===== src/sv/ifba_pkg.sv =====
// Shared constants, codes and types for the frame block averager.
`timescale 1ns / 1ps

package ifba_pkg;

	// Frame layout and field widths
	localparam int FRAME_BYTES = 14;
	localparam int NUM_CH      = 7;
	localparam int BYTE_W      = 8;
	localparam int SAMPLE_W    = 16;
	localparam int SUM_W       = 21;
	localparam int CNT_W       = 5;
	localparam int CH_W        = 3;
	localparam int POS_W       = 4;
	localparam int ERR_W       = 2;

	// Averaging count after reset
	localparam logic [CNT_W-1:0] CNT_RESET = 5'd4;

	// Default depth of the command queue between front and back
	localparam int QUEUE_DEPTH = 4;

	// Bus error codes on the input side
	localparam logic [ERR_W-1:0] BUS_OK        = 2'd0;
	localparam logic [ERR_W-1:0] BUS_ADDR_FAIL = 2'd1;

	// Status codes on the result side
	localparam logic [ERR_W-1:0] STATUS_OK        = 2'd0;
	localparam logic [ERR_W-1:0] STATUS_ADDR_FAIL = 2'd1;
	localparam logic [ERR_W-1:0] STATUS_RX_FAIL   = 2'd2;
	localparam logic [ERR_W-1:0] STATUS_UNUSED    = 2'd3;

	// Saturation limits on the quotient magnitude and the clamped outputs
	localparam logic [SUM_W-1:0]    MAG_POS_LIM = 21'd32767;
	localparam logic [SUM_W-1:0]    MAG_NEG_LIM = 21'd32768;
	localparam logic [SAMPLE_W-1:0] SAT_POS     = 16'h7FFF;
	localparam logic [SAMPLE_W-1:0] SAT_NEG     = 16'h8000;

	// Command passed from front to back
	typedef struct packed {
		logic                       is_err;
		logic [ERR_W-1:0]           status;
		logic [CH_W-1:0]            ch;
		logic signed [SAMPLE_W-1:0] sample;
		logic                       frame_end;
	} op_t;

	// Seven averages, channel 0 in the low slot
	typedef logic [NUM_CH-1:0][SAMPLE_W-1:0] avg_vec_t;

endpackage


===== src/sv/imu_frame_block_averager_unit.sv =====
// Top level: frame block averager with configuration register and checks.
// A bus-error transfer passes through the command queue and then the result register; the frame
// that ends a run passes through the queue, then the shared 1-bit-per-cycle divider for each of the
// 7 channels in turn, then the emit state, before its result is registered.
// Throughput: one byte per cycle while the 4-entry command queue has room; during the
// run-end divide the back end drains nothing and the queue then stalls input.
// Reset (async, active low): count 4, sums, frame count and held averages zero, queue empty.
`timescale 1ns / 1ps

module imu_frame_block_averager_unit #(
	parameter int QUEUE_DEPTH = ifba_pkg::QUEUE_DEPTH
) (
	input  logic                                clk,
	input  logic                                arst_n,
	input  logic                                cfg_wr_en,
	input  logic [ifba_pkg::CNT_W-1:0]          cfg_wr_data,
	input  logic                                in_valid,
	output logic                                in_stall,
	input  logic [ifba_pkg::BYTE_W-1:0]         data_byte,
	input  logic [ifba_pkg::ERR_W-1:0]          bus_error,
	output logic                                out_valid,
	input  logic                                out_stall,
	output logic [ifba_pkg::ERR_W-1:0]          status,
	output logic signed [ifba_pkg::SAMPLE_W-1:0] accel_x,
	output logic signed [ifba_pkg::SAMPLE_W-1:0] accel_y,
	output logic signed [ifba_pkg::SAMPLE_W-1:0] accel_z,
	output logic signed [ifba_pkg::SAMPLE_W-1:0] temperature,
	output logic signed [ifba_pkg::SAMPLE_W-1:0] gyro_x,
	output logic signed [ifba_pkg::SAMPLE_W-1:0] gyro_y,
	output logic signed [ifba_pkg::SAMPLE_W-1:0] gyro_z
);

	logic [ifba_pkg::CNT_W-1:0] count_q;
	logic                       push;
	ifba_pkg::op_t              push_op;
	logic                       pop;
	ifba_pkg::op_t              pop_op;
	logic                       q_full;
	logic                       q_empty;
	ifba_pkg::avg_vec_t         avg;

	// Averaging count register
	always_ff @(posedge clk or negedge arst_n) begin
		if (!arst_n) begin
			count_q <= ifba_pkg::CNT_RESET;
		end else if (cfg_wr_en) begin
			count_q <= cfg_wr_data;
		end
	end

	ifba_front u_front (
		.clk       (clk),
		.arst_n    (arst_n),
		.in_valid  (in_valid),
		.in_stall  (in_stall),
		.data_byte (data_byte),
		.bus_error (bus_error),
		.q_full    (q_full),
		.push      (push),
		.push_op   (push_op)
	);

	ifba_queue #(
		.DEPTH (QUEUE_DEPTH)
	) u_queue (
		.clk     (clk),
		.arst_n  (arst_n),
		.push    (push),
		.push_op (push_op),
		.pop     (pop),
		.pop_op  (pop_op),
		.full    (q_full),
		.empty   (q_empty)
	);

	ifba_back u_back (
		.clk       (clk),
		.arst_n    (arst_n),
		.avg_count (count_q),
		.q_empty   (q_empty),
		.q_op      (pop_op),
		.pop       (pop),
		.out_valid (out_valid),
		.out_stall (out_stall),
		.status    (status),
		.avg       (avg)
	);

	assign accel_x     = avg[0];
	assign accel_y     = avg[1];
	assign accel_z     = avg[2];
	assign temperature = avg[3];
	assign gyro_x      = avg[4];
	assign gyro_y      = avg[5];
	assign gyro_z      = avg[6];

	// Front never writes a full queue
	assert property (@(posedge clk) disable iff (!arst_n) push |-> !q_full)
		else $error("command pushed into full queue");

	// Back never reads an empty queue
	assert property (@(posedge clk) disable iff (!arst_n) pop |-> !q_empty)
		else $error("command popped from empty queue");

	// Status code three is never produced
	assert property (@(posedge clk) disable iff (!arst_n)
		out_valid |-> (status != ifba_pkg::STATUS_UNUSED))
		else $error("result carries unused status code");

endmodule


===== src/sv/ifba_front.sv =====
// Front end: pairs bytes into samples and classifies each transfer into a command.
`timescale 1ns / 1ps

module ifba_front (
	input  logic                                clk,
	input  logic                                arst_n,
	input  logic                                in_valid,
	output logic                                in_stall,
	input  logic [ifba_pkg::BYTE_W-1:0]         data_byte,
	input  logic [ifba_pkg::ERR_W-1:0]          bus_error,
	input  logic                                q_full,
	output logic                                push,
	output ifba_pkg::op_t                       push_op
);

	localparam logic [ifba_pkg::POS_W-1:0] LAST_POS =
		ifba_pkg::POS_W'(ifba_pkg::FRAME_BYTES - 1);

	logic [ifba_pkg::POS_W-1:0]  pos_q;
	logic [ifba_pkg::BYTE_W-1:0] pend_q;
	logic                        accept;
	logic                        is_err;
	logic                        frame_end;

	assign in_stall  = q_full;
	assign accept    = in_valid && !q_full;
	assign is_err    = (bus_error != ifba_pkg::BUS_OK);
	assign frame_end = (pos_q == LAST_POS);

	// Classify: error command, or a completed sample on the low byte
	always_comb begin
		push    = 1'b0;
		push_op = '0;
		if (accept) begin
			if (is_err) begin
				push           = 1'b1;
				push_op.is_err = 1'b1;
				push_op.status = (bus_error == ifba_pkg::BUS_ADDR_FAIL) ?
					ifba_pkg::STATUS_ADDR_FAIL : ifba_pkg::STATUS_RX_FAIL;
			end else if (pos_q[0]) begin
				push              = 1'b1;
				push_op.ch        = pos_q[ifba_pkg::POS_W-1:1];
				push_op.sample    = {pend_q, data_byte};
				push_op.frame_end = frame_end;
			end
		end
	end

	// Byte position and pending high byte
	always_ff @(posedge clk or negedge arst_n) begin
		if (!arst_n) begin
			pos_q  <= '0;
			pend_q <= '0;
		end else if (accept) begin
			if (is_err) begin
				pos_q  <= '0;
				pend_q <= '0;
			end else if (!pos_q[0]) begin
				pend_q <= data_byte;
				pos_q  <= pos_q + 1'b1;
			end else begin
				pos_q <= frame_end ? '0 : pos_q + 1'b1;
			end
		end
	end

endmodule


===== src/sv/ifba_queue.sv =====
// Short command queue that decouples the front end from the back end.
`timescale 1ns / 1ps

module ifba_queue #(
	parameter int DEPTH = ifba_pkg::QUEUE_DEPTH
) (
	input  logic          clk,
	input  logic          arst_n,
	input  logic          push,
	input  ifba_pkg::op_t push_op,
	input  logic          pop,
	output ifba_pkg::op_t pop_op,
	output logic          full,
	output logic          empty
);

	localparam int IDX_W = $clog2(DEPTH);
	localparam int CNT_W = $clog2(DEPTH + 1);
	localparam logic [IDX_W-1:0] LAST_IDX = IDX_W'(DEPTH - 1);
	localparam logic [CNT_W-1:0] FULL_CNT = CNT_W'(DEPTH);

	ifba_pkg::op_t    mem_q [DEPTH];
	logic [IDX_W-1:0] wr_q;
	logic [IDX_W-1:0] rd_q;
	logic [CNT_W-1:0] cnt_q;

	assign full   = (cnt_q == FULL_CNT);
	assign empty  = (cnt_q == '0);
	assign pop_op = mem_q[rd_q];

	// Entry storage
	always_ff @(posedge clk) begin
		if (push) begin
			mem_q[wr_q] <= push_op;
		end
	end

	// Pointers and fill count
	always_ff @(posedge clk or negedge arst_n) begin
		if (!arst_n) begin
			wr_q  <= '0;
			rd_q  <= '0;
			cnt_q <= '0;
		end else begin
			if (push) begin
				wr_q <= (wr_q == LAST_IDX) ? '0 : wr_q + 1'b1;
			end
			if (pop) begin
				rd_q <= (rd_q == LAST_IDX) ? '0 : rd_q + 1'b1;
			end
			if (push && !pop) begin
				cnt_q <= cnt_q + 1'b1;
			end else if (pop && !push) begin
				cnt_q <= cnt_q - 1'b1;
			end
		end
	end

endmodule


===== src/sv/ifba_back.sv =====
// Back end: channel sums, frame counting, serial divide and the result register.
`timescale 1ns / 1ps

module ifba_back (
	input  logic                                clk,
	input  logic                                arst_n,
	input  logic [ifba_pkg::CNT_W-1:0]          avg_count,
	input  logic                                q_empty,
	input  ifba_pkg::op_t                       q_op,
	output logic                                pop,
	output logic                                out_valid,
	input  logic                                out_stall,
	output logic [ifba_pkg::ERR_W-1:0]          status,
	output ifba_pkg::avg_vec_t                  avg
);

	localparam int SUM_W  = ifba_pkg::SUM_W;
	localparam int CNT_W  = ifba_pkg::CNT_W;
	localparam int STEP_W = $clog2(SUM_W);
	localparam logic [STEP_W-1:0] LAST_STEP = STEP_W'(SUM_W - 1);
	localparam logic [ifba_pkg::CH_W-1:0] LAST_CH = ifba_pkg::CH_W'(ifba_pkg::NUM_CH - 1);

	// Sequencer states
	localparam logic [2:0] ST_RUN   = 3'd0;
	localparam logic [2:0] ST_LOAD  = 3'd1;
	localparam logic [2:0] ST_DIV   = 3'd2;
	localparam logic [2:0] ST_STORE = 3'd3;
	localparam logic [2:0] ST_EMIT  = 3'd4;

	logic [2:0]                       state_q;
	logic [CNT_W-1:0]                 frames_q;
	logic signed [SUM_W-1:0]          sums_q [ifba_pkg::NUM_CH];
	ifba_pkg::avg_vec_t               held_q;
	logic [ifba_pkg::CH_W-1:0]        ch_q;
	logic [STEP_W-1:0]                step_q;
	logic                             neg_q;
	logic [SUM_W-1:0]                 quo_q;
	logic [CNT_W-1:0]                 rem_q;
	logic [CNT_W-1:0]                 div_q;
	logic                             out_valid_q;
	logic [ifba_pkg::ERR_W-1:0]       status_q;
	ifba_pkg::avg_vec_t               avg_q;

	logic [CNT_W-1:0]                 cnt_eff;
	logic [CNT_W-1:0]                 fd_next;
	logic                             run_done;
	logic                             out_free;
	logic                             err_load;
	logic                             emit_load;
	logic [ifba_pkg::CH_W-1:0]        rd_idx;
	logic signed [SUM_W-1:0]          sum_rd;
	logic signed [SUM_W-1:0]          sample_ext;
	logic signed [SUM_W-1:0]          add_sum;
	logic [SUM_W-1:0]                 mag;
	logic [CNT_W:0]                   rem_sh;
	logic [CNT_W:0]                   rem_sub;
	logic                             quo_bit;
	logic [SUM_W-1:0]                 quo_neg;
	logic [ifba_pkg::SAMPLE_W-1:0]    avg_new;

	assign out_free  = !out_valid_q || !out_stall;
	assign pop       = (state_q == ST_RUN) && !q_empty && (!q_op.is_err || out_free);
	assign err_load  = pop && q_op.is_err;
	assign emit_load = (state_q == ST_EMIT) && out_free;

	// A count of zero acts as one
	assign cnt_eff  = (avg_count == '0) ? CNT_W'(1) : avg_count;
	assign fd_next  = frames_q + 1'b1;
	assign run_done = (fd_next >= cnt_eff);

	// Single read port on the sums: command channel while running, divide channel otherwise
	assign rd_idx     = (state_q == ST_RUN) ? q_op.ch : ch_q;
	assign sum_rd     = sums_q[rd_idx];
	assign sample_ext = {{(SUM_W - ifba_pkg::SAMPLE_W){q_op.sample[ifba_pkg::SAMPLE_W-1]}},
		q_op.sample};
	assign add_sum    = sum_rd + sample_ext;
	assign mag        = sum_rd[SUM_W-1] ? (~sum_rd + 1'b1) : sum_rd;

	// One restoring divide step
	assign rem_sh  = {rem_q, quo_q[SUM_W-1]};
	assign quo_bit = (rem_sh >= {1'b0, div_q});
	assign rem_sub = rem_sh - {1'b0, div_q};

	// Sign restore and clamp to 16 bits
	assign quo_neg = ~quo_q + 1'b1;
	always_comb begin
		if (neg_q) begin
			avg_new = (quo_q > ifba_pkg::MAG_NEG_LIM) ? ifba_pkg::SAT_NEG :
				quo_neg[ifba_pkg::SAMPLE_W-1:0];
		end else begin
			avg_new = (quo_q > ifba_pkg::MAG_POS_LIM) ? ifba_pkg::SAT_POS :
				quo_q[ifba_pkg::SAMPLE_W-1:0];
		end
	end

	// Sequencer, sums, frame count and held averages
	always_ff @(posedge clk or negedge arst_n) begin
		if (!arst_n) begin
			state_q  <= ST_RUN;
			frames_q <= '0;
			held_q   <= '0;
			ch_q     <= '0;
			step_q   <= '0;
			neg_q    <= 1'b0;
			quo_q    <= '0;
			rem_q    <= '0;
			div_q    <= CNT_W'(1);
			for (int i = 0; i < ifba_pkg::NUM_CH; i++) begin
				sums_q[i] <= '0;
			end
		end else begin
			case (state_q)
				ST_RUN: begin
					if (pop) begin
						if (q_op.is_err) begin
							frames_q <= '0;
							for (int i = 0; i < ifba_pkg::NUM_CH; i++) begin
								sums_q[i] <= '0;
							end
						end else begin
							sums_q[q_op.ch] <= add_sum;
							if (q_op.frame_end) begin
								if (run_done) begin
									frames_q <= '0;
									div_q    <= cnt_eff;
									ch_q     <= '0;
									state_q  <= ST_LOAD;
								end else begin
									frames_q <= fd_next;
								end
							end
						end
					end
				end
				ST_LOAD: begin
					neg_q   <= sum_rd[SUM_W-1];
					quo_q   <= mag;
					rem_q   <= '0;
					step_q  <= '0;
					state_q <= ST_DIV;
				end
				ST_DIV: begin
					rem_q  <= quo_bit ? rem_sub[CNT_W-1:0] : rem_sh[CNT_W-1:0];
					quo_q  <= {quo_q[SUM_W-2:0], quo_bit};
					step_q <= step_q + 1'b1;
					if (step_q == LAST_STEP) begin
						state_q <= ST_STORE;
					end
				end
				ST_STORE: begin
					held_q[ch_q] <= avg_new;
					if (ch_q == LAST_CH) begin
						state_q <= ST_EMIT;
					end else begin
						ch_q    <= ch_q + 1'b1;
						state_q <= ST_LOAD;
					end
				end
				ST_EMIT: begin
					if (out_free) begin
						for (int i = 0; i < ifba_pkg::NUM_CH; i++) begin
							sums_q[i] <= '0;
						end
						state_q <= ST_RUN;
					end
				end
				default: begin
					state_q <= ST_RUN;
				end
			endcase
		end
	end

	// Result valid
	always_ff @(posedge clk or negedge arst_n) begin
		if (!arst_n) begin
			out_valid_q <= 1'b0;
		end else if (err_load || emit_load) begin
			out_valid_q <= 1'b1;
		end else if (!out_stall) begin
			out_valid_q <= 1'b0;
		end
	end

	// Result payload
	always_ff @(posedge clk) begin
		if (err_load) begin
			status_q <= q_op.status;
			avg_q    <= held_q;
		end else if (emit_load) begin
			status_q <= ifba_pkg::STATUS_OK;
			avg_q    <= held_q;
		end
	end

	assign out_valid = out_valid_q;
	assign status    = status_q;
	assign avg       = avg_q;

endmodule


===== config.mk =====
export PLATFORM = sky130hd
export DESIGN_NAME = imu_frame_block_averager_unit
export DESIGN_NICKNAME = d
export VERILOG_FILES = /design/src/sv/ifba_pkg.sv /design/src/sv/imu_frame_block_averager_unit.sv /design/src/sv/ifba_front.sv /design/src/sv/ifba_queue.sv /design/src/sv/ifba_back.sv
export SDC_FILE = /design/constraint.sdc
export NUM_CORES = 1
export LEC_CHECK = 0
export BUFFER_PORTS_ARGS = -buffer_cell sky130_fd_sc_hd__buf_2
export CAP_MARGIN = 10
export CELL_PAD_IN_SITES_DETAIL_PLACEMENT = 1
export CELL_PAD_IN_SITES_GLOBAL_PLACEMENT = 2
export CORE_ASPECT_RATIO = 1.2
export CORE_UTILIZATION = 44
export CTS_BUF_LIST = sky130_fd_sc_hd__clkbuf_2 sky130_fd_sc_hd__clkbuf_4 sky130_fd_sc_hd__clkbuf_8
export CTS_CLUSTER_SIZE = 20
export DETAILED_ROUTE_END_ITERATION = 8
export MAX_ROUTING_LAYER = met4
export PLACE_DENSITY_LB_ADDON = 0.1
export SYNTH_ARGS = -nofsm -noshare
export SYNTH_HDL_FRONTEND = slang
export SYNTH_SLANG_ARGS = --single-unit
export TNS_END_PERCENT = 100

===== constraint.sdc =====
create_clock -name clk -period 6.3 [get_ports clk]
set_input_delay 0.63 -clock clk [delete_from_list [all_inputs] [get_ports clk]]
set_output_delay 0.63 -clock clk [all_outputs]
set_load 0.01 [all_outputs]

==> results by stage, run 1 <==
Global route:
- Global routing finished with a remaining overflow of 0.
- The global-route wire length before repair is 96.1 mm.
- The maximum number of pins on one net before global-route repair is 137.
- The number of antenna violations at the first check in global routing is 1.
- For this run, the total global-route usage over all layers was measured as 24.5%.
- The number of global-route vias before repair is 16,300.

Route:
- Before antenna repair, the detailed router went through 5 iterations.
- The per-cell via count in the routed design is 5.57.
- The number of DRC violations after detailed routing is 0.
- The post-detailed-route count of antenna-violating nets is 0.
- Dividing the detail-routed wire length by the instance count gives 22.2 µm.
- The detailed router finished its first iteration with 849 violations.
- The routed layout has 15,300 vias.
- The wire length after detailed routing is 61.2 mm.

STA:
- The maximum frequency from static timing analysis is 178 MHz.
- The final number of max-transition violations is 0.
- The number of hold violations in the final report is 0.
- The transition time of the tightest slew-check pin is 1310 ps.
- After layout, the worst path uses 89.1% of the clock period.
- Setup repair after global routing left no endpoint under its margin.
- The final count of negative-setup-slack endpoints is 0.
- Measured against its own limit, the worst slew margin works out to 12.6%.
- The final-layout setup total negative slack is 0 ps.
- The worst path in the final design needs a cycle of 5620 ps, including I/O delays and setup.
- The clock skew after layout is 29.1 ps.

Placed design:
- The number of buffers inserted by port buffering is 135.
- The total half-perimeter wirelength after legalization and detailed placement is 40.6 mm.
- The congestion estimate from routability-driven global placement came to 0.847.
- The area after detailed placement is 0.0244 mm².

Clock network:
- The number of buffers added by the clock tree synthesis step is 87.
- The buffer count from post-CTS setup fixing is 0.
- The buffer levels on the longest clock path is 3.
- The TritonCTS clock tree is built.
- The clock reaches the later pin of the worst-skew pair after 670 ps.
- The clock sink count is 538.
- The tree is rooted in a sky130_fd_sc_hd__clkbuf_8.
- The H-tree depth is 3.
- Clock-pin slew was measured on the worst setup and hold paths at 60 ps.

Setup path:
- The data arrival at the endpoint of the critical path is 6220 ps.
- The critical path goes through mux4_2 -> mux2i_4 -> mux2_2 -> a221o_1 -> nand2_1 -> inv_1 -> ha_1 -> nor2b_1 -> o21ai_0 -> nand2b_1 -> a21o_1 -> a31o_2 -> a221oi_1 -> a21o_1 -> o21ai_0 -> a21oi_1 -> a22o_1.
- At the worst endpoint, the required time is 6900 ps.
- For this run, the slowest stage of the critical path takes 660 ps.
- In this run the critical register-to-register path is launched from u_queue.rd_q[0]$_DFFE_PN0P_.
- In this run the critical register-to-register path is captured at u_back.sums_q[102]$_DFFE_PN0P_.
- The worst setup path is of the flop to flop kind.
- The depth of the worst register-to-register path is 17.
- The flop-to-flop setup slack is 680 ps.
- The slowest stage of the critical path belongs to the cell sky130_fd_sc_hd__mux4_2.
- The kind of launch point of the worst setup path is a flop.
- The maximum net fanout on the critical path is 12.
- The endpoint class of the critical path is a flop.

Logic synthesis:
- The number of nets in the synthesized netlist is 1,894.
- The count of distinct cell types in the synthesized netlist is 64.
- The synthesis warning total is 0.
- The share of the Yosys chip area taken by registers is 63.5%.
- By area the synthesized netlist is led by sky130_fd_sc_hd__dfrtp_1 36%, sky130_fd_sc_hd__edfxtp_1 27%, sky130_fd_sc_hd__a22o_1 4.9%.
- After synthesis, the largest area contributor takes up 36.2% of total cell area.
- The post-synth design cell area is 0.0228 mm².
- After synthesis, the share of flip-flops with an asynchronous set or reset is 61.7%.
- The number of enable-type register cells in the synthesized netlist is 206.
- sky130_fd_sc_hd__dfrtp_1 takes more of the synthesized area than any other cell.
- The cell count after synthesis came out at 1,825.
- Synthesis inferred 538 register bits.
- For this run, the leading register cell type out of synthesis is sky130_fd_sc_hd__dfrtp_1.
- A synthesized cell averages 12.5 µm².

Min path:
- The hold-critical path depth is 3.
- The beginning of the worst hold path is cfg_wr_data[1].
- The tightest min-delay check is of the primary input to flop type.
- The worst hold endpoint is count_q[1]$_DFFE_PN0P_.

Die:
- In this run the horizontal extent of the chip is 210 µm.
- For this design the top-level I/O count stands at 136.
- The die covers 0.0528 mm².
- The initial cell density of the core is 44.5%.
- The standard cell core area is 0.0514 mm².
- The vertical die dimension is 252 µm.
- Row generation in the floorplan step produced 91 rows.

Cells and area:
- The most frequent standard cell in the layout excluding fill and tap cells is sky130_fd_sc_hd__dfrtp_1.
- The total of fill cells in the finished design is 5,307.
- The finished cells cover 0.0262 mm².
- Summing all multi-input logic gate instances after layout gives 0.00782 mm².
- The net count reported at finish is 2,061.
- Cells with a size suffix above 1 make up 19.6% of the layout.
- Relative to the synthesized area, the layout overhead comes to 14.7%.
- Cells fill 51.0% of the core in the end.
- The library cells used most frequently in the layout, excluding fill and tap cells, are 330 x sky130_fd_sc_hd__dfrtp_1, 206 x sky130_fd_sc_hd__edfxtp_1, 176 x sky130_fd_sc_hd__nand2_1.
- Registers take 0.0145 mm².

Outcome:
- The run finished with clean final reports.

Power and ir drop:
- The internal portion of the total power is 8.70 mW.
- The ratio of total power to cell area is 589 mW/mm².
- The switching power is 6.74 mW.
- The switching share of power is 43.7%.
- VDD sags by at most 0.382 mV.
- The leakage power is 11.5 nW.
- Per report_power, the combinational group accounts for 46.5% of the total.
- The sequential share of power is 33.6%.
- Of the total power, the clock network draws 19.9%.

Flow run:
- The reported max-cap violation count is 0.
-- registers in the layout (all words and copies together) (netlist names), 3 cells and up --
signal / count
u_back.rem_q: 5
u_queue.cnt_q: 3
u_back.sums_q: 147
u_back.frames_q: 5
count_q: 5
u_queue.mem_q: 92
u_back.quo_q: 21
u_back.step_q: 5
u_back.avg: 112
u_back.div_q: 5
u_front.pend_q: 8
u_back.held_q: 112
u_back.state_q: 3
u_back.ch_q: 3
u_front.pos_q: 4
-- timing repair --
item / in CTS / in global routing
hold buffers: 1 / 0
gates resized for setup: 0 / 0
hold endpoints to repair: 60 / 0
-- critical path, delay by kind of cell (launching register included) --
kind                     cells  cell delay, ps
adder cells (fa/ha/maj)      1             340
AO/OA/AOI/OAI                9            2550
multiplexers                 3            1640
buffers and inverters        1             120
flip-flops                   1             490
AND/OR/NAND/NOR              3             420
-- per-layer routing --
metal / track usage [%] / routed length (µm) / vias to the layer above
li1: - / - / 7048
met3: 4.42 / 2800 / 128
met1: 30.0 / 25600 / 7787
met4: 10.3 / 2340 / 0
met5: - / 0 / -
met2: 40.1 / 30400 / 380
-- synth_stat cells (10+ instances only) --
library cell / number
sky130_fd_sc_hd__nand3_1: 18
sky130_fd_sc_hd__a22oi_1: 22
sky130_fd_sc_hd__and2_1: 30
sky130_fd_sc_hd__a22o_1: 129
sky130_fd_sc_hd__a21oi_1: 90
sky130_fd_sc_hd__edfxtp_1: 206
sky130_fd_sc_hd__nor2b_1: 11
sky130_fd_sc_hd__xnor2_1: 36
sky130_fd_sc_hd__ha_1: 46
sky130_fd_sc_hd__nor3_1: 17
sky130_fd_sc_hd__or3_1: 12
sky130_fd_sc_hd__nand4_1: 10
sky130_fd_sc_hd__o21ai_0: 167
sky130_fd_sc_hd__mux4_2: 23
sky130_fd_sc_hd__nor2_1: 92
sky130_fd_sc_hd__mux2i_1: 41
sky130_fd_sc_hd__a221oi_1: 11
sky130_fd_sc_hd__dfrtp_1: 330
sky130_fd_sc_hd__and3_1: 15
sky130_fd_sc_hd__nand2_1: 177
sky130_fd_sc_hd__a21o_1: 16
sky130_fd_sc_hd__clkbuf_1: 84
sky130_fd_sc_hd__nand2b_1: 11
sky130_fd_sc_hd__inv_1: 61
sky130_fd_sc_hd__mux2_2: 33
sky130_fd_sc_hd__o31ai_1: 15
sky130_fd_sc_hd__a31oi_1: 15
-- kinds of logic after synthesis --
logic type,share of synthesized area (%)
xor gates and xnor gates,1.69
DFF,63.5
muxes,5.80
adders and majority gates,2.78
and+or+nand+nor,8.69
AOI/OAI and AO/OA,14.8
buffers and inverters,2.73
-- final cells by class --
class	count	share of cell area, %
well taps	697	3.33
flip-flops and latches	538	55.3
diodes	2	0.0191
clock inverters	26	0.759
inverters	61	0.874
multi-input cells	1127	29.8
clock buffers	128	5.96
repair buffers	177	3.92
-- power by group through the flow --
stage | clock network, mW | logic [mW] | registers, mW
final | 3.07 | 7.18 | 5.19
after global routing | 3.29 | 7.85 | 5.29
after CTS | 3.16 | 7.25 | 5.19
after detailed placement | 0 | 7.22 | 5.25
after global placement | 0 | 7.08 | 5.22
after floorplan | 0 | 4.43 | 5.31
-- per-stage QoR --
step / setup WS [ps] / total power [mW] / hold slack (ps) / std cells
after global placement: 876 / 12.3 / 429 / 2599
after global routing: 343 / 16.4 / 148 / 2755
after floorplan: 1230 / 9.74 / 334 / 1825
final: 684 / 15.4 / 160 / 2756
after CTS: 617 / 15.6 / 117 / 2754
after detailed placement: 661 / 12.5 / 433 / 2599
-- worst max-delay path by stage --
stage                                startpoint                        endpoint  slack (ps)
floorplan           u_queue.rd_q[0]$_DFFE_PN0P_   u_back.sums_q[11]$_DFFE_PN0P_        1230
detailed placement  u_queue.rd_q[0]$_DFFE_PN0P_  u_back.sums_q[123]$_DFFE_PN0P_         660
global route        u_queue.rd_q[0]$_DFFE_PN0P_   u_back.sums_q[39]$_DFFE_PN0P_         340
finish              u_queue.rd_q[0]$_DFFE_PN0P_  u_back.sums_q[102]$_DFFE_PN0P_         680
CTS                 u_queue.rd_q[0]$_DFFE_PN0P_  u_back.sums_q[102]$_DFFE_PN0P_         620
global placement    u_queue.rd_q[0]$_DFFE_PN0P_  u_back.sums_q[144]$_DFFE_PN0P_         880
Power figures use the tool's default switching activity.
==> run 2, diff against run 1 <==
--- a/config.mk
+++ b/config.mk
@@ -16,7 +16,9 @@
 export DETAILED_ROUTE_END_ITERATION = 8
 export MAX_ROUTING_LAYER = met4
 export PLACE_DENSITY_LB_ADDON = 0.1
+export SLEW_MARGIN = 40
 export SYNTH_ARGS = -nofsm -noshare
 export SYNTH_HDL_FRONTEND = slang
+export SYNTH_HIERARCHICAL = 1
 export SYNTH_SLANG_ARGS = --single-unit
 export TNS_END_PERCENT = 100
==> run 2 against run 1 <==
Wire length grew 6.4%. Synthesized cell count grew 0.88%. Clock skew down 5.2 ps. Non-clock buffer count up 20. Critical endpoint is now u_back/sums_q[54]$_DFFE_PN0P_. Highest routed layer unchanged.
==> results by stage, run 2 <==
Outcome:
- The flow ran to the end, and the final reports show no timing, DRC or antenna violations.

Setup path:
- The endpoint identified for the worst register-to-register timing path is u_back/sums_q[54]$_DFFE_PN0P_.
- The worst register-to-register path begins at u_queue/rd_q[1]$_DFFE_PN0P_.
- The worst setup path endpoint is u_back/sums_q[54]$_DFFE_PN0P_.
- The depth of the worst register-to-register path is 17.
- STA classifies the critical path endpoint as a flop.
- The maximum net fanout on the critical path is 24.
- The signal on the critical path passes through buf_4 -> mux4_2 -> nor4b_2 -> a2111oi_4 -> buf_4 -> buf_4 -> a221oi_2 -> ha_1 -> a21o_1 -> a21oi_1 -> nor2b_1 -> o31ai_1 -> o21ai_0 -> a21o_1 -> a21oi_1 -> xnor2_1 -> a22o_1.
- The dominant delay contributor by cell family on the critical path is compound AO/OA/AOI/OAI gates.
- The start point of the critical path is u_queue/rd_q[1]$_DFFE_PN0P_.
- The critical path crosses 17 cells after its start point.
- In this design, the stage delay of the slowest critical-path cell is 710 ps.
- The count of buffering cells on the critical path with inverters included is 3.
- The kind of launch point of the worst setup path is a flop.
- STA puts the critical path data required time at 6910 ps.
- The kind of critical path is flop to flop.
- The cell with the biggest individual delay on the critical path is sky130_fd_sc_hd__a221oi_2.
- The cell repeated most along the worst path is sky130_fd_sc_hd__buf_4.
- For the worst setup path, the data arrival time is 6240 ps.
- The worst register-to-register path has a setup slack of 670 ps.

STA:
- The final number of max-transition violations was 0.
- The number of hold violations in the final report is 0.
- The final count of negative-setup-slack endpoints is 0.
- The transition time of the tightest slew-check pin is 914 ps.
- Setup repair after global routing left no endpoint under its margin.
- The clock skew after layout is 23.9 ps.
- After layout, the worst path uses 89.3% of the clock period.
- After routing, the total negative slack on setup checks comes to 0 ps.
- After layout, the minimum clock period comes to 5630 ps.
- In this run the tightest slew margin relative to its limit is 38.9%.
- The maximum frequency from static timing analysis is 178 MHz.

Route:
- The met1 routed wirelength after detailed routing is 26.6 mm.
- The wire length after detailed routing is 65.1 mm.
- The met2 layer wire length in the routed design is 34.3 mm.
- In this run, the number of DRC markers left after iteration 0 of detailed routing was 861.
- The first TritonRoute pass finished after 5 iterations.
- After detailed routing, the met3 layer carries 2.21 mm of wire.
- Detailed routing inserted a total of 15,900 vias.
- The per-cell via count in the routed design is 5.70.
- The number of DRC violations after detailed routing is 0.
- In this run the remaining antenna-violating nets after routing total 0.
- The top layer used by detailed routing is met4.
- The per-cell routed wire length is 23.3 µm.

Cells and area:
- After the last flow step, the layout net total stands at 2,088.
- The area of the multi-input gates is 0.00842 mm².
- From synthesis to final layout, the design area changed by 15.5%.
- Counting the fill cells in the layout gives 5,467.
- The share of post-route cells with drive strength above 1 is 21.7%.
- The library cell used most frequently in the layout, excluding fill and tap cells, is sky130_fd_sc_hd__dfrtp_1.
- The final standard cell area without fillers is 0.0271 mm².
- The register with the most flip-flops in the layout has 147 of them.
- In the final layout, flip-flops and latches occupy 0.0145 mm².
- The library cells used most frequently in the layout, excluding fill and tap cells, are 330 x sky130_fd_sc_hd__dfrtp_1, 206 x sky130_fd_sc_hd__edfxtp_1, 140 x sky130_fd_sc_hd__a22o_1.
- The largest register by flop count is u_back/sums_q.

Logic synthesis:
- Summed over its instances, the top area cell type makes up 35.2% of the synthesized netlist area.
- In the synthesized netlist the async set-or-reset flop fraction comes to 61.7%.
- After synthesis, the mean cell area works out to 12.7 µm².
- Among all flip-flop cells after synthesis, the most frequent one is sky130_fd_sc_hd__dfrtp_1.
- The flop and latch count out of synthesis is 538.
- The number of nets in the synthesized netlist is 1,911.
- The post-synth design cell area is 0.0235 mm².
- The synthesized design spends more area on one cell type than any other, namely sky130_fd_sc_hd__dfrtp_1.
- The most numerous cell in the Yosys netlist is sky130_fd_sc_hd__dfrtp_1.
- The synthesis warning total is 6.
- The cell count after synthesis came out at 1,841.
- The commonest cells after synthesis are 330 x sky130_fd_sc_hd__dfrtp_1, 206 x sky130_fd_sc_hd__edfxtp_1, 140 x sky130_fd_sc_hd__a22o_1, 140 x sky130_fd_sc_hd__nand2_1, 109 x sky130_fd_sc_hd__o21ai_0.
- Yosys mapped a number of flops with a built-in enable equal to 206.
- The register area share after synthesis is 61.8%.
- Counting distinct cell types in the post-synthesis netlist gives 91.
- Ranked by total cell area, the synthesized netlist is headed by sky130_fd_sc_hd__dfrtp_1 35%, sky130_fd_sc_hd__edfxtp_1 26%, sky130_fd_sc_hd__a22o_1 5.2%.

Power and ir drop:
- VDD sags by at most 0.276 mV.
- For this design the ratio of total power to cell area is 622 mW/mm².
- The total power draw is 16.8 mW.
- Summed over all cells, the static leakage comes to 11.8 nW.

Clock network:
- The latest clock arrival within the worst-skew pair is 690 ps.
- The clock sink count is 538.
- In this run the deepest clock path goes through 3 buffers.
- TritonCTS built the clock tree.
- The H-tree depth is 3.
- The number of buffers added by the clock tree synthesis step is 87.
- Clock-pin slew was measured on the worst setup and hold paths at 60 ps.
- The clock root buffer is sky130_fd_sc_hd__clkbuf_8.

Placed design:
- The congestion estimate from routability-driven global placement came to 0.852.
- After legalization and detailed placement, the total HPWL measured 44.5 mm.
- The number of buffers inserted by port buffering is 135.
- The placed instances occupy a cell area of 0.0252 mm².

Global route:
- For this run, the total global-route usage over all layers was measured as 25.5%.
- The first global-routing pass estimated 101 mm of wire.
- The maximum number of pins on one net before global-route repair is 154.
- The number of antenna violations at the first check in global routing is 1.
- The number of global-route vias before repair is 16,900.
- The aggregate global routing overflow is 0.

Die:
- The vertical die dimension is 255 µm.
- The die covers 0.0542 mm².
- The I/O pin total is 136.
- For this configuration, the core starts out at a cell density of 44.6%.
- In this run the core area contains 92 standard-cell rows.
- The die width is 213 µm.
- The standard cell core area is 0.0526 mm².

Flow run:
- The tool flagged a number of max-cap violations equal to 0.

Min path:
- The path class of the lowest-slack min-delay path is primary input to flop.
==> run 2: cell count changes after synthesis, sizes merged, moves of 6 or more <==
cell,before,now
a2111oi,0,6
a21boi,2,9
a21oi,90,99
a221oi,11,22
a22o,129,140
and3,15,21
buf,15,29
inv,61,47
mux2i,42,49
nand2,177,141
nand3,18,33
o211ai,0,7
o21ai,170,149
==> run 2: worst min path at each step <==
stage	startpoint	endpoint	slack, ps	cells after the start
final	cfg_wr_data[1]	count_q[1]$_DFFE_PN0P_	180	2
after global routing	cfg_wr_data[3]	count_q[3]$_DFFE_PN0P_	170	2
after CTS	cfg_wr_data[0]	count_q[0]$_DFFE_PN0P_	130	2
after detailed placement	u_back/held_q[63]$_DFFE_PN0P_	u_back/avg[63]$_DFFE_PP_	430	0
after global placement	u_back/held_q[47]$_DFFE_PN0P_	u_back/avg[47]$_DFFE_PP_	430	0
after floorplan	arst_n	count_q[0]$_DFFE_PN0P_	330	0
==> run 2: area by class of cell <==
class / count / area share [%]
clock inverters: 24 / 0.605
multi-input cells: 1147 / 31.1
inverters: 47 / 0.652
repair buffers: 197 / 4.72
flip-flops and latches: 538 / 53.5
diodes: 1 / 0.00924
well taps: 705 / 3.26
clock buffers: 136 / 6.13
==> run 2: report_power, final <==
group,internal (mW),switching [mW],total (mW)
logic,2.84,5.52,8.36
registers,4.77,0.581,5.35
clock network,1.72,1.40,3.13
==> run 2: metal layers <==
| layer | global-route usage [%] | vias to the layer above |
|---|---|---|
| met5 | - | - |
| met4 | 9.62 | 0 |
| met3 | 3.17 | 119 |
| met2 | 45.1 | 340 |
| met1 | 29.6 | 8214 |
| li1 | - | 7262 |
==> run 2: worst reg2reg max path: stages (launching register included) <==
cell and delay [ps]:
sky130_fd_sc_hd__dfrtp_1 360, sky130_fd_sc_hd__buf_4 330, sky130_fd_sc_hd__mux4_2 420, sky130_fd_sc_hd__nor4b_2 600, sky130_fd_sc_hd__a2111oi_4 120, sky130_fd_sc_hd__buf_4 240
sky130_fd_sc_hd__buf_4 210, sky130_fd_sc_hd__a221oi_2 710, sky130_fd_sc_hd__ha_1 410, sky130_fd_sc_hd__a21o_1 210, sky130_fd_sc_hd__a21oi_1 220, sky130_fd_sc_hd__nor2b_1 110
sky130_fd_sc_hd__o31ai_1 370, sky130_fd_sc_hd__o21ai_0 260, sky130_fd_sc_hd__a21o_1 230, sky130_fd_sc_hd__a21oi_1 170, sky130_fd_sc_hd__xnor2_1 330, sky130_fd_sc_hd__a22o_1 250
==> run 2: cell families (layout without fill, tap and decap cells) <==
group / after synthesis / count (layout) / share of synthesized area (%)
AO/OA/AOI/OAI: 538 / 538 / 16.1
XOR/XNOR: 42 / 42 / 1.57
adder cells (fa/ha/maj): 50 / 50 / 2.76
buffers and inverters: 156 / 404 / 2.97
flip-flops: 538 / 538 / 61.8
multiplexers: 103 / 103 / 5.96
other: 0 / 1 / 0
AND/OR/NAND/NOR: 414 / 414 / 8.83
==> run 2: what timing repair did <==
item / CTS / global route
buffers inserted: 0 / 0
hold buffers: 1 / 0
hold endpoints to repair: 42 / 0
gates resized for setup: 0 / 0
==> run 2: metrics by stage <==
step                setup WS, ps  util [%]  std cells  hold slack (ps)
CTS                          646      51.4       2791              127
global route                 253      51.5       2795              169
detailed placement           664      47.9       2630              431
floorplan                   1010         -       1841              334
global placement             759      47.5       2620              428
finish                       673      51.5       2795              178
